**src/hdl/rce_pkg.sv**
```systemverilog
// Shared types, codes and helpers for the result cache.
package rce_pkg;

  localparam int ENTRIES_DEF = 16;

  localparam int ALG_W = 8;
  localparam int KEY_W = 32;
  localparam int VAL_W = 32;
  localparam int CNT_W32 = 32;
  localparam int SLOT_W = 4;
  localparam int POL_W = 2;

  localparam int IN_TDATA_W = 72;
  localparam int OUT_TDATA_W = 104;

  localparam logic OP_LOOKUP = 1'b0;
  localparam logic OP_SAVE = 1'b1;

  localparam logic [POL_W-1:0] POLICY_LFU = 2'd0;
  localparam logic [POL_W-1:0] POLICY_LRU = 2'd1;
  localparam logic [POL_W-1:0] POLICY_MRU = 2'd2;
  localparam logic [POL_W-1:0] POLICY_RESET = POLICY_LRU;

  typedef enum logic [1:0] {
    ST_IDLE,
    ST_SCAN,
    ST_WRITE
  } state_t;

  typedef struct packed {
    logic start;
    logic scan;
    logic commit;
  } ctrl_cmd_t;

  typedef struct packed {
    logic scan_done;
    logic out_free;
  } ctrl_sts_t;

  typedef struct packed {
    logic [ALG_W-1:0]   alg;
    logic [KEY_W-1:0]   key;
    logic [VAL_W-1:0]   result;
    logic [CNT_W32-1:0] use_count;
    logic [CNT_W32-1:0] last_use;
  } entry_t;

  function automatic logic [31:0] sat_inc(input logic [31:0] v);
    sat_inc = (v == 32'hFFFF_FFFF) ? v : v + 32'd1;
  endfunction

endpackage

```
**src/hdl/result_cache_with_eviction.sv**
```systemverilog
// Top level of the fully associative result cache with selectable eviction.
//
// Each transfer on the in_ side is a lookup or a save of a result keyed by an
// algorithm number and a query key; each yields one transfer on the out_ side.
// An item is accepted, then the entry memory is scanned through its single
// registered read port at one entry per cycle, then the item is written back.
// The result is registered at write-back, and the next item can be accepted in
// the same cycle as the result is presented. The write-back waits while the
// previous result still waits on out_tready. One item is in flight at a time; a
// new item may be accepted while the previous result waits on out_tready. The
// eviction policy (0 least frequently used, 1 least recently used, 2 most
// recently used, 3 as 1) is written through cfg_wr_en; the user must write it
// only while the block is idle, as the block itself does not enforce this.
module result_cache_with_eviction #(
  parameter int CACHE_ENTRIES = rce_pkg::ENTRIES_DEF
) (
  input  logic                                clk,
  input  logic                                rst_n,
  input  logic                                in_tvalid,
  output logic                                in_tready,
  // algorithm_id, query_key, result_value
  input  logic [rce_pkg::IN_TDATA_W-1:0]      in_tdata,
  // opcode
  input  logic                                in_tuser,
  output logic                                out_tvalid,
  input  logic                                out_tready,
  // result_out, slot_written, evicted, total_hits, total_misses, zero pad
  output logic [rce_pkg::OUT_TDATA_W-1:0]     out_tdata,
  // hit
  output logic                                out_tuser,
  input  logic                                cfg_wr_en,
  input  logic [rce_pkg::POL_W-1:0]           cfg_wr_data
);
  import rce_pkg::*;

  ctrl_cmd_t cmd;
  ctrl_sts_t sts;

  logic [VAL_W-1:0]  out_result;
  logic [SLOT_W-1:0] out_slot;
  logic              out_evicted;
  logic [31:0]       out_hits;
  logic [31:0]       out_misses;

  rce_ctrl u_ctrl (
    .clk       (clk),
    .rst_n     (rst_n),
    .in_tvalid (in_tvalid),
    .in_tready (in_tready),
    .sts       (sts),
    .cmd       (cmd)
  );

  rce_datapath #(
    .CACHE_ENTRIES (CACHE_ENTRIES)
  ) u_datapath (
    .clk         (clk),
    .rst_n       (rst_n),
    .cmd         (cmd),
    .sts         (sts),
    .in_opcode   (in_tuser),
    .in_alg      (in_tdata[7:0]),
    .in_key      (in_tdata[39:8]),
    .in_val      (in_tdata[71:40]),
    .cfg_wr_en   (cfg_wr_en),
    .cfg_wr_data (cfg_wr_data),
    .out_valid   (out_tvalid),
    .out_ready   (out_tready),
    .out_hit     (out_tuser),
    .out_result  (out_result),
    .out_slot    (out_slot),
    .out_evicted (out_evicted),
    .out_hits    (out_hits),
    .out_misses  (out_misses)
  );

  assign out_tdata = {3'b000, out_misses, out_hits, out_evicted, out_slot, out_result};

endmodule

```
**src/hdl/rce_ctrl.sv**
```systemverilog
// Sequencing state machine for the result cache: accept, scan, write back.
module rce_ctrl (
  input  logic                clk,
  input  logic                rst_n,
  input  logic                in_tvalid,
  output logic                in_tready,
  input  rce_pkg::ctrl_sts_t  sts,
  output rce_pkg::ctrl_cmd_t  cmd
);
  import rce_pkg::*;

  state_t state_r;
  state_t state_nxt;

  always_ff @(posedge clk) begin
    if (!rst_n) begin
      state_r <= ST_IDLE;
    end else begin
      state_r <= state_nxt;
    end
  end

  always_comb begin
    state_nxt = state_r;
    unique case (state_r)
      ST_IDLE: begin
        if (in_tvalid) state_nxt = ST_SCAN;
      end
      ST_SCAN: begin
        if (sts.scan_done) state_nxt = ST_WRITE;
      end
      ST_WRITE: begin
        if (sts.out_free) state_nxt = ST_IDLE;
      end
      default: state_nxt = ST_IDLE;
    endcase
  end

  always_comb begin
    in_tready  = 1'b0;
    cmd        = '0;
    unique case (state_r)
      ST_IDLE: begin
        in_tready = 1'b1;
        cmd.start = in_tvalid;
      end
      ST_SCAN: begin
        cmd.scan = 1'b1;
      end
      ST_WRITE: begin
        cmd.commit = sts.out_free;
      end
      default: begin
        in_tready = 1'b0;
      end
    endcase
  end

endmodule

```
**src/hdl/rce_datapath.sv**
```systemverilog
// Entry store, scan trackers, counters and result register of the result cache.
module rce_datapath #(
  parameter int CACHE_ENTRIES = rce_pkg::ENTRIES_DEF
) (
  input  logic                            clk,
  input  logic                            rst_n,
  input  rce_pkg::ctrl_cmd_t              cmd,
  output rce_pkg::ctrl_sts_t              sts,
  input  logic                            in_opcode,
  input  logic [rce_pkg::ALG_W-1:0]       in_alg,
  input  logic [rce_pkg::KEY_W-1:0]       in_key,
  input  logic [rce_pkg::VAL_W-1:0]       in_val,
  input  logic                            cfg_wr_en,
  input  logic [rce_pkg::POL_W-1:0]       cfg_wr_data,
  output logic                            out_valid,
  input  logic                            out_ready,
  output logic                            out_hit,
  output logic [rce_pkg::VAL_W-1:0]       out_result,
  output logic [rce_pkg::SLOT_W-1:0]      out_slot,
  output logic                            out_evicted,
  output logic [31:0]                     out_hits,
  output logic [31:0]                     out_misses
);
  import rce_pkg::*;

  localparam int IDX_W = (CACHE_ENTRIES > 1) ? $clog2(CACHE_ENTRIES) : 1;
  localparam int ADR_W = $clog2(CACHE_ENTRIES + 1);

  entry_t mem_r [CACHE_ENTRIES];
  entry_t rd_data_r;
  logic [CACHE_ENTRIES-1:0] valid_r;

  logic             op_r;
  logic [ALG_W-1:0] alg_r;
  logic [KEY_W-1:0] key_r;
  logic [VAL_W-1:0] val_r;

  logic [ADR_W-1:0] addr_r;
  logic             cmp_vld_r;
  logic [IDX_W-1:0] cmp_idx_r;
  logic             issue;

  logic             match_found_r;
  logic [IDX_W-1:0] match_idx_r;
  logic [31:0]      match_result_r;
  logic [31:0]      match_count_r;
  logic             empty_found_r;
  logic [IDX_W-1:0] empty_idx_r;
  logic             seen_r;
  logic [IDX_W-1:0] lfu_idx_r;
  logic [31:0]      lfu_cnt_r;
  logic [IDX_W-1:0] lru_idx_r;
  logic [31:0]      lru_stamp_r;
  logic [IDX_W-1:0] mru_idx_r;
  logic [31:0]      mru_stamp_r;

  logic [31:0] clock_r;
  logic [31:0] hits_r;
  logic [31:0] misses_r;
  logic [31:0] hits_nxt;
  logic [31:0] misses_nxt;
  logic [POL_W-1:0] policy_r;

  logic             cur_valid;
  logic             cur_match;

  logic             wr_en;
  logic [IDX_W-1:0] wr_idx;
  entry_t           wr_entry;
  logic [IDX_W-1:0] victim_idx;
  logic [IDX_W-1:0] slot_idx;
  logic [IDX_W+SLOT_W-1:0] slot_ext;
  logic             hit_nxt;
  logic [VAL_W-1:0] result_nxt;
  logic             evicted_nxt;

  assign issue = cmd.scan && (addr_r < ADR_W'(CACHE_ENTRIES));
  assign cur_valid = valid_r[cmp_idx_r];
  assign cur_match = cur_valid && (rd_data_r.alg == alg_r) && (rd_data_r.key == key_r);

  assign sts.scan_done = cmp_vld_r && (cmp_idx_r == IDX_W'(CACHE_ENTRIES - 1));
  assign sts.out_free = !out_valid || out_ready;

  always_ff @(posedge clk) begin
    if (cmd.start) begin
      op_r  <= in_opcode;
      alg_r <= in_alg;
      key_r <= in_key;
      val_r <= in_val;
    end
  end

  // read port
  always_ff @(posedge clk) begin
    if (issue) begin
      rd_data_r <= mem_r[addr_r[IDX_W-1:0]];
    end
  end

  // write port
  always_ff @(posedge clk) begin
    if (wr_en) begin
      mem_r[wr_idx] <= wr_entry;
    end
  end

  always_ff @(posedge clk) begin
    if (!rst_n) begin
      addr_r    <= '0;
      cmp_vld_r <= 1'b0;
      cmp_idx_r <= '0;
    end else if (cmd.start) begin
      addr_r    <= '0;
      cmp_vld_r <= 1'b0;
    end else begin
      cmp_vld_r <= issue;
      if (issue) begin
        cmp_idx_r <= addr_r[IDX_W-1:0];
        addr_r    <= addr_r + ADR_W'(1);
      end
    end
  end

  // track first match, first empty slot and replacement candidates
  always_ff @(posedge clk) begin
    if (!rst_n) begin
      match_found_r <= 1'b0;
      empty_found_r <= 1'b0;
      seen_r        <= 1'b0;
    end else if (cmd.start) begin
      match_found_r <= 1'b0;
      empty_found_r <= 1'b0;
      seen_r        <= 1'b0;
    end else if (cmp_vld_r) begin
      if (cur_match && !match_found_r) begin
        match_found_r  <= 1'b1;
        match_idx_r    <= cmp_idx_r;
        match_result_r <= rd_data_r.result;
        match_count_r  <= rd_data_r.use_count;
      end
      if (!cur_valid && !empty_found_r) begin
        empty_found_r <= 1'b1;
        empty_idx_r   <= cmp_idx_r;
      end
      if (cur_valid) begin
        seen_r <= 1'b1;
        if (!seen_r || (rd_data_r.use_count < lfu_cnt_r)) begin
          lfu_idx_r <= cmp_idx_r;
          lfu_cnt_r <= rd_data_r.use_count;
        end
        if (!seen_r || (rd_data_r.last_use < lru_stamp_r)) begin
          lru_idx_r   <= cmp_idx_r;
          lru_stamp_r <= rd_data_r.last_use;
        end
        if (!seen_r || (rd_data_r.last_use > mru_stamp_r)) begin
          mru_idx_r   <= cmp_idx_r;
          mru_stamp_r <= rd_data_r.last_use;
        end
      end
    end
  end

  always_comb begin
    case (policy_r)
      POLICY_LFU: victim_idx = lfu_idx_r;
      POLICY_MRU: victim_idx = mru_idx_r;
      default:    victim_idx = lru_idx_r;
    endcase
  end

  always_comb begin
    wr_en       = 1'b0;
    wr_idx      = match_idx_r;
    wr_entry    = '{alg: alg_r, key: key_r, result: val_r, use_count: 32'd1,
                    last_use: clock_r};
    hit_nxt     = 1'b0;
    result_nxt  = '0;
    slot_idx    = '0;
    evicted_nxt = 1'b0;
    hits_nxt    = hits_r;
    misses_nxt  = misses_r;
    if (op_r == OP_LOOKUP) begin
      if (match_found_r) begin
        hit_nxt            = 1'b1;
        result_nxt         = match_result_r;
        slot_idx           = match_idx_r;
        wr_en              = cmd.commit;
        wr_entry.result    = match_result_r;
        wr_entry.use_count = sat_inc(match_count_r);
        hits_nxt           = sat_inc(hits_r);
      end else begin
        misses_nxt = sat_inc(misses_r);
      end
    end else if (match_found_r) begin
      hit_nxt  = 1'b1;
      slot_idx = match_idx_r;
    end else begin
      slot_idx    = empty_found_r ? empty_idx_r : victim_idx;
      evicted_nxt = !empty_found_r;
      wr_en       = cmd.commit;
      wr_idx      = slot_idx;
    end
  end

  assign slot_ext = {{SLOT_W{1'b0}}, slot_idx};

  always_ff @(posedge clk) begin
    if (!rst_n) begin
      valid_r  <= '0;
      clock_r  <= '0;
      hits_r   <= '0;
      misses_r <= '0;
    end else if (cmd.commit) begin
      if (wr_en) valid_r[wr_idx] <= 1'b1;
      clock_r  <= sat_inc(clock_r);
      hits_r   <= hits_nxt;
      misses_r <= misses_nxt;
    end
  end

  always_ff @(posedge clk) begin
    if (!rst_n) begin
      policy_r <= POLICY_RESET;
    end else if (cfg_wr_en) begin
      policy_r <= cfg_wr_data;
    end
  end

  always_ff @(posedge clk) begin
    if (!rst_n) begin
      out_valid <= 1'b0;
    end else if (cmd.commit) begin
      out_valid <= 1'b1;
    end else if (out_ready) begin
      out_valid <= 1'b0;
    end
  end

  always_ff @(posedge clk) begin
    if (cmd.commit) begin
      out_hit     <= hit_nxt;
      out_result  <= result_nxt;
      out_slot    <= slot_ext[SLOT_W-1:0];
      out_evicted <= evicted_nxt;
      out_hits    <= hits_nxt;
      out_misses  <= misses_nxt;
    end
  end

endmodule

```
**config.mk**
```make
export PLATFORM = sky130hd
export DESIGN_NAME = result_cache_with_eviction
export DESIGN_NICKNAME = d
export VERILOG_FILES = /design/src/hdl/rce_pkg.sv /design/src/hdl/result_cache_with_eviction.sv /design/src/hdl/rce_ctrl.sv /design/src/hdl/rce_datapath.sv
export SDC_FILE = /design/constraint.sdc
export NUM_CORES = 2
export LEC_CHECK = 0
export ABC_AREA = 1
export BUFFER_PORTS_ARGS = -buffer_cell sky130_fd_sc_hd__clkbuf_2
export CORE_MARGIN = 2
export CORE_UTILIZATION = 40
export DETAILED_ROUTE_END_ITERATION = 7
export HOLD_SLACK_MARGIN = 0.02
export PLACE_DENSITY_LB_ADDON = 0.05
export SYNTH_ARGS = -nofsm -noshare
export SYNTH_HDL_FRONTEND = slang
export SYNTH_SLANG_ARGS = --single-unit
```
**constraint.sdc**
```tcl
create_clock -name clk -period 15.4 [get_ports clk]
set_input_delay 3.08 -clock clk [delete_from_list [all_inputs] [get_ports clk]]
set_output_delay 3.08 -clock clk [all_outputs]
set_load 0.005 [all_outputs]
```
Word level (Yosys, flattened, before mapping)
Memory sizes are Yosys's and may differ from the RTL's. A register that Yosys moved wholly into a read port is not among the register bits.
Index checks and enable logic that the tools add are counted.
{"block": "word_totals", "latch_bits": 0, "ram_bits": 2176, "output_inout_bits": 107, "elab_cells": 134, "input_bits": 80, "mem_bits_ro": 0, "register_bits": 485, "memories": 1}
{"memory": "u_datapath.mem_r", "depth": 16, "word_bits": 136, "rd": 1, "rd_clocked_by_memory_dff": 1, "wr": 1, "line": "rce_datapath.sv:29", "source": "entry_t mem_r [CACHE_ENTRIES];"}
{"block": "op_classes", "add_sub_neg": 5, "order_cmp": 7, "n_mul": 0, "shifts": 0, "div": 0, "muxes": 35, "n_reduce_logical": 34, "n_eq_ne": 13, "bitwise": 6}
{"operator": "32-bit two-way mux", "count": 7}
{"operator": "32-bit by 1-bit adder with 32-bit output, second input constant", "count": 4}
{"operator": "32-bit == test, second input constant", "count": 4}
{"operator": "64-bit two-way mux", "count": 2}
{"operator": "32-bit < comparator", "count": 2}
{"operator": "32-bit == test", "count": 1}
{"operator": "32-bit > comparator", "count": 1}
{"operator": "4-bit two-way mux", "count": 5}
{"operator": "16-bit bitwise OR", "count": 1}
{"operator": "5-bit AND reduction", "count": 3}
{"operator": "1-bit two-way mux", "count": 14}
{"operator": "2-bit AND reduction", "count": 6}
{"operator": "4-bit by 5-bit < comparator with 1-bit output, second input constant", "count": 2}
{"operator": "8-bit == test", "count": 1}
{"operator": "4-bit one-hot mux with 2 select lines", "count": 1}
{"operator": "4-bit AND reduction", "count": 2}
{"operator": "1-bit logical AND", "count": 7}
{"operator": "2-bit two-way mux", "count": 3}
{"operator": "2-bit one-hot mux with 3 select lines", "count": 1}
{"operator": "2-bit OR reduction", "count": 3}
{"operator": "5-bit by 1-bit adder with 5-bit output, second input constant", "count": 1}
{"operator": "1-bit zero test", "count": 5}
{"operator": "5-bit < comparator, second input constant", "count": 1}
{"operator": "1-bit NOT", "count": 5}
{"operator": "other kinds (12)", "count": 18}

Logic depth before layout (Yosys ltp)
{"block": "depth", "ltp_word": 10, "ltp_mapped": 15, "mapped_depth_nobuf": 15}

Cells and area by module
Synthesis repeated with hierarchy kept, for this count alone.
{"block": "hier_totals", "cells_unflattened": 8362, "hier_area_um2": 111464.4}
{"module": "rce_datapath", "area_per_inst_um2": 111319.3, "seq_area_each_um2": 82649.3, "cells_per_inst": 8341, "instances": 1}
{"module": "rce_ctrl", "area_per_inst_um2": 111.4, "seq_area_each_um2": 40.0, "cells_per_inst": 16, "instances": 1}
{"module": "result_cache_with_eviction", "area_per_inst_um2": 33.8, "seq_area_each_um2": 0.0, "cells_per_inst": 5, "instances": 1}

Least setup slack after synthesis
Ideal clock, no wire load.
{"block": "synth_timing", "path_kind": "reg2reg", "startpoint": "register u_ctrl.state_r[0]", "endpoint": "register u_datapath.addr_r[3]", "t_arrival_ps": 7556, "slack_ps": 7775, "setup_ps": 70, "required_time_ps": 15330, "n_path_buf": 0, "stages_incl_launch_ff": 9, "synth_period_minus_slack_ps": 7625, "path_cell_list": "dfxtp_1 > inv_1 > nor2_1 > inv_1 > nor2_1 > inv_2 > nor4_1 > o21ai_0 > a21oi_1"}
{"block": "synth_between", "elab_chain_len": 3, "elab_cells_between_ends": 6, "classes_between": "eq/ne: 1; mux: 2; reduce/logical: 3"}
{"item": "start, declared", "line": "rce_ctrl.sv:12", "source": "state_t state_r;"}
{"item": "start signal, assigned", "line": "rce_ctrl.sv:19", "source": "state_r <= state_nxt;"}
{"item": "2-bit by 1-bit == test with 1-bit output", "line": "rce_ctrl.sv:42", "source": "unique case (state_r)"}
{"item": "1-bit two-way mux", "line": "rce_ctrl.sv:42"}
{"item": "1-bit logical AND", "line": "rce_datapath.sv:77", "source": "assign issue = cmd.scan && (addr_r < ADR_W'(CACHE_ENTRIES));"}
{"item": "named net u_datapath.issue", "line": "rce_datapath.sv:41", "source": "logic issue;"}
{"item": "end signal, assigned", "line": "rce_datapath.sv:119", "source": "addr_r <= addr_r + ADR_W'(1);"}
{"item": "end, declared", "line": "rce_datapath.sv:38", "source": "logic [ADR_W-1:0] addr_r;"}
The timed path passes the listed nets, and every way through them passes these cells.
A chain may end at the register's enable or synchronous reset.

Final worst setup path
{"block": "layout_timing", "startpoint": "input port rst_n", "endpoint": "register u_datapath.match_result_r[13] (enable)"}
{"block": "layout_between", "elab_chain_len": 1}
{"item": "start, declared", "line": "result_cache_with_eviction.sv:18", "source": "input logic rst_n,"}
{"item": "4-bit AND reduction (no source line)"}
{"item": "end signal, assigned", "line": "rce_datapath.sv:138", "source": "match_result_r <= rd_data_r.result;"}
{"item": "end, declared", "line": "rce_datapath.sv:45", "source": "logic [31:0] match_result_r;"}
Every way passes these cells.

==> results by group <==
Worst setup path
  • Crit. Startpoint: rst_n
  • CP endpoint kind: register
  • Crit path capture: u_datapath.match_result_r[13]$_DFFE_PP_
  • Crit Path Max Fanout: between 40 and 50
  • Worst r2r src: u_datapath.op_r$_DFFE_PP_
  • Startpoint types: input pin
  • Crit Path Class: input pin to register
  • Worst R2R Path Depth: 10
  • Reg2reg end: u_datapath.mem_r[12][31]$_DFFE_PP_
  • Worst R2R Setup Slack: ~10 ns
  • Worst Path Required: 15.89 ns
  • CP arrival: 6.73 ns

Global route
  • Largest net degree at the start of global routing: 215
  • Initial antenna violation count: 22
  • First-pass GRT wire length: between 400000 and 500000 um
  • Overflow after GRT: 0
  • Vias in the first global route: 67557
  • Total GRT Usage: 0.220

Route
  • Routed WL per cell: 24.8 um
  • DR pass1 iterations: 6
  • Post-Route WL: 314000 um
  • Vias: 69312
  • DRC viols: 0
  • First-iteration detailed-routing DRC count: 6545
  • Final ANT Viol Nets: 0
  • Vias/cell: 5.47

Layout
  • Final nets: 8897
  • Area delta synth->final: 13.0%
  • Fraction of layout cells with a size suffix above 1: 0.0920
  • Final core utilization: 0.453
  • Final cell count without fillers: 12672
  • Fin area: 125000 um2

Floorplan
  • Area of the die: approximately 280000 um2
  • Initial Utilization: 0.401
  • Row count: around 190
  • Die Ht: 530 um
  • Core Area: 276000 um2
  • I/O Pins: 187
  • Chip width: 530 um

Clock network
  • CTS resizes: 0
  • Post-CTS setup buffers: 0
  • Total clock buffers created by CTS: a little over 300
  • Clk Latency, worst-skew pair: 0.91 ns
  • Post-CTS Hold Fix Bufs: 0
  • Clock buffer depth: 4
  • Reg clk slew, reported paths: 0.06 ns
  • CTS Root Cell: clkbuf_16
  • CTS tree: done
  • H-tree depth: 5
  • Clock sinks: between 2000 and 3000

Timing
  • Worst hold slack: slightly above 0.4 ns
  • Setup Total Neg Slack: 0 ns
  • RSZ-0062 raised after global routing: false
  • Max_slew headroom: 0.121
  • Setup Viol. Count Final: 0
  • Worst setup margin: 9.16 ns
  • Tcrit/Tclk final: 0.405
  • Tmin final: 6.24 ns
  • Measured slew at the worst slew-check pin: 1.31 ns
  • Pins over their slew limit: 0
  • Final hold violations: 0
  • Clock Skew: 0.0398 ns
  • Fmax: 160 MHz

Power and ir drop
  • P_int: between 10 and 15 mW
  • Tot Pwr: ~16 mW
  • Switch Pwr: 3.75 mW
  • Maximum VDD drop: slightly above 0.09 mV
  • Sequential share of power: 0.516
  • Clock Power Share: 0.435
  • Pleak: 44.1 nW
  • Combinational power share: 0.050
  • Power Dens Cells: 132 nW/um2
  • Switching share of power: 0.227

Synth
  • Synth Register Bits: between 2000 and 3000
  • Synth area leaders: edfxtp_1, o21ai_0, nor2_1, nand2_1, dfxtp_1
  • Gate Count Post-Synth: 8588
  • Post-synthesis cell area: around 110000 um2
  • Post-synth top area cell: edfxtp_1
  • Fraction of the yosys area taken by sequential cells: 0.747
  • Synth unique cells: 52
  • Syn Area/Cell: 12.9 um2
  • Number of flops mapped to enable cells by yosys: 2667
  • Post-synthesis async set-or-reset flop share: 0
  • Main synth FF type: edfxtp_1
  • Yosys top cell area share: 0.723
  • Ys Warns: 0

Placed design
  • Placed Instances: 12110
  • Gpl congestion: 0.839
  • Setup WS pre-CTS: approximately 8.2 ns
  • Half-perimeter wire length after placement: approximately 160000 um
  • Placed Area: 115000 um2
  • IO Port Bufs: 183

Worst hold path
  • Hold WC Path Type: register to register
  • Worst hold stages: 0

Job
  • Max-cap violation count: 0

Status
  • Status: complete, no violations
==> worst min-delay path by stage <==
stage,from,endpoint,slack (ns)
detailed placement,u_datapath.rd_data_r[89]$_DFFE_PP_,u_datapath.match_result_r[25]$_DFFE_PP_,0.40
finish,u_datapath.rd_data_r[84]$_DFFE_PP_,u_datapath.match_result_r[20]$_DFFE_PP_,0.41
floorplan,u_datapath.rd_data_r[64]$_DFFE_PP_,u_datapath.match_result_r[0]$_DFFE_PP_,0.40
CTS,u_datapath.rd_data_r[84]$_DFFE_PP_,u_datapath.match_result_r[20]$_DFFE_PP_,0.40
global route,u_datapath.rd_data_r[84]$_DFFE_PP_,u_datapath.match_result_r[20]$_DFFE_PP_,0.41
global placement,u_datapath.rd_data_r[83]$_DFFE_PP_,u_datapath.match_result_r[19]$_DFFE_PP_,0.40
==> metal layers <==
layer,track usage,wire length [um]
met5,0,8
met4,0.0509,6330
met3,0.0299,18700
met2,0.342,141000
met1,0.327,148000
==> cell families (layout without fill, tap and decap cells) <==
logic type | after synthesis | after routing | share of synthesized area
AND/OR/NAND/NOR | 2622 | 2622 | 0.0966
buffers and inverters | 955 | 1329 | 0.0344
XOR/XNOR | 70 | 70 | 0.00560
flip-flops | 2797 | 2797 | 0.747
other | 1 | 6 | 0.0000339
adder cells (fa/ha/maj) | 99 | 99 | 0.0112
AO/OA/AOI/OAI | 2044 | 2044 | 0.105
==> cells in the mapped netlist, types with 2 or more instances <==
cell and number:
and3_1 2, nor3_2 4, o21ai_0 1233, a21oi_1 174
nor2_2 13, nand4_1 42, nand2_1 789, o211ai_1 55
nor4_1 14, o221ai_1 223, nand2_4 4, a311oi_1 2
buf_1 10, o21ai_1 12, nand3b_1 6, o22ai_1 327
o21a_1 6, nor3_1 36, xnor2_1 16, ha_1 99
nand3_1 344, buf_6 4, dfxtp_1 130, edfxtp_1 2667
o21bai_1 3, xor2_1 53, inv_2 16, buf_4 19
nor2_4 5, nor2_1 1336, nand2_2 7, clkbuf_1 363
nor3b_1 4, buf_2 98, clkinv_1 2, a211oi_1 3
inv_1 442, or2_2 11
==> placed cells by master (no fill, tap or decap), types with 75 or more instances in the layout <==
cell type	instances
edfxtp_1	2667
nor2_1	1334
o21ai_0	1222
nand2_1	788
inv_1	426
nand3_1	344
o22ai_1	327
clkbuf_16	321
o221ai_1	223
clkbuf_2	183
a21oi_1	171
dfxtp_1	127
buf_4	120
ha_1	99
clkbuf_1	75
==> worst max-delay path, stage by stage <==
cell and delay (ns):
clkbuf_2 0.08, buf_4 0.44, inv_2 0.24, nor2_2 0.62, nand4_1 0.14, or2_2 0.30
nor2_1 0.12, nand3_1 0.32, inv_4 0.43, buf_4 0.75
==> power groups by stage <==
stage | clock network, mW | registers, mW | logic (mW)
2_1_floorplan | 0 | 8.62 | 0.526
3_3_place_gp | 0 | 8.66 | 0.818
3_5_place_dp | 0 | 8.66 | 0.824
6_report | 7.16 | 8.50 | 0.819
4_1_cts | 7.32 | 8.50 | 0.827
5_1_grt | 7.61 | 8.51 | 0.916
==> final cells by class <==
class	instances	area, um2
fill	24791	151000
sequential	2797	82700
multi-input combinational	4838	24300
clock buffer	398	8340
tap	3705	4640
timing repair buffer	309	1940
inverter	461	1900
clock inverter	161	1320
antenna	3	7.51
==> sequential cells by signal, indices dropped and copies added (netlist names), 5 cells and up <==
register                   count
u_datapath.addr_r              5
u_datapath.alg_r               8
u_datapath.clock_r            32
u_datapath.hits_r             32
u_datapath.key_r              32
u_datapath.lfu_cnt_r          32
u_datapath.lru_stamp_r        32
u_datapath.match_count_r      32
u_datapath.match_result_r     32
u_datapath.mem_r            2176
u_datapath.misses_r           32
u_datapath.mru_stamp_r        32
u_datapath.out_hits           32
u_datapath.out_misses         32
u_datapath.out_result         32
u_datapath.rd_data_r         136
u_datapath.val_r              32
u_datapath.valid_r            16
(Power assumes the default switching activity.)
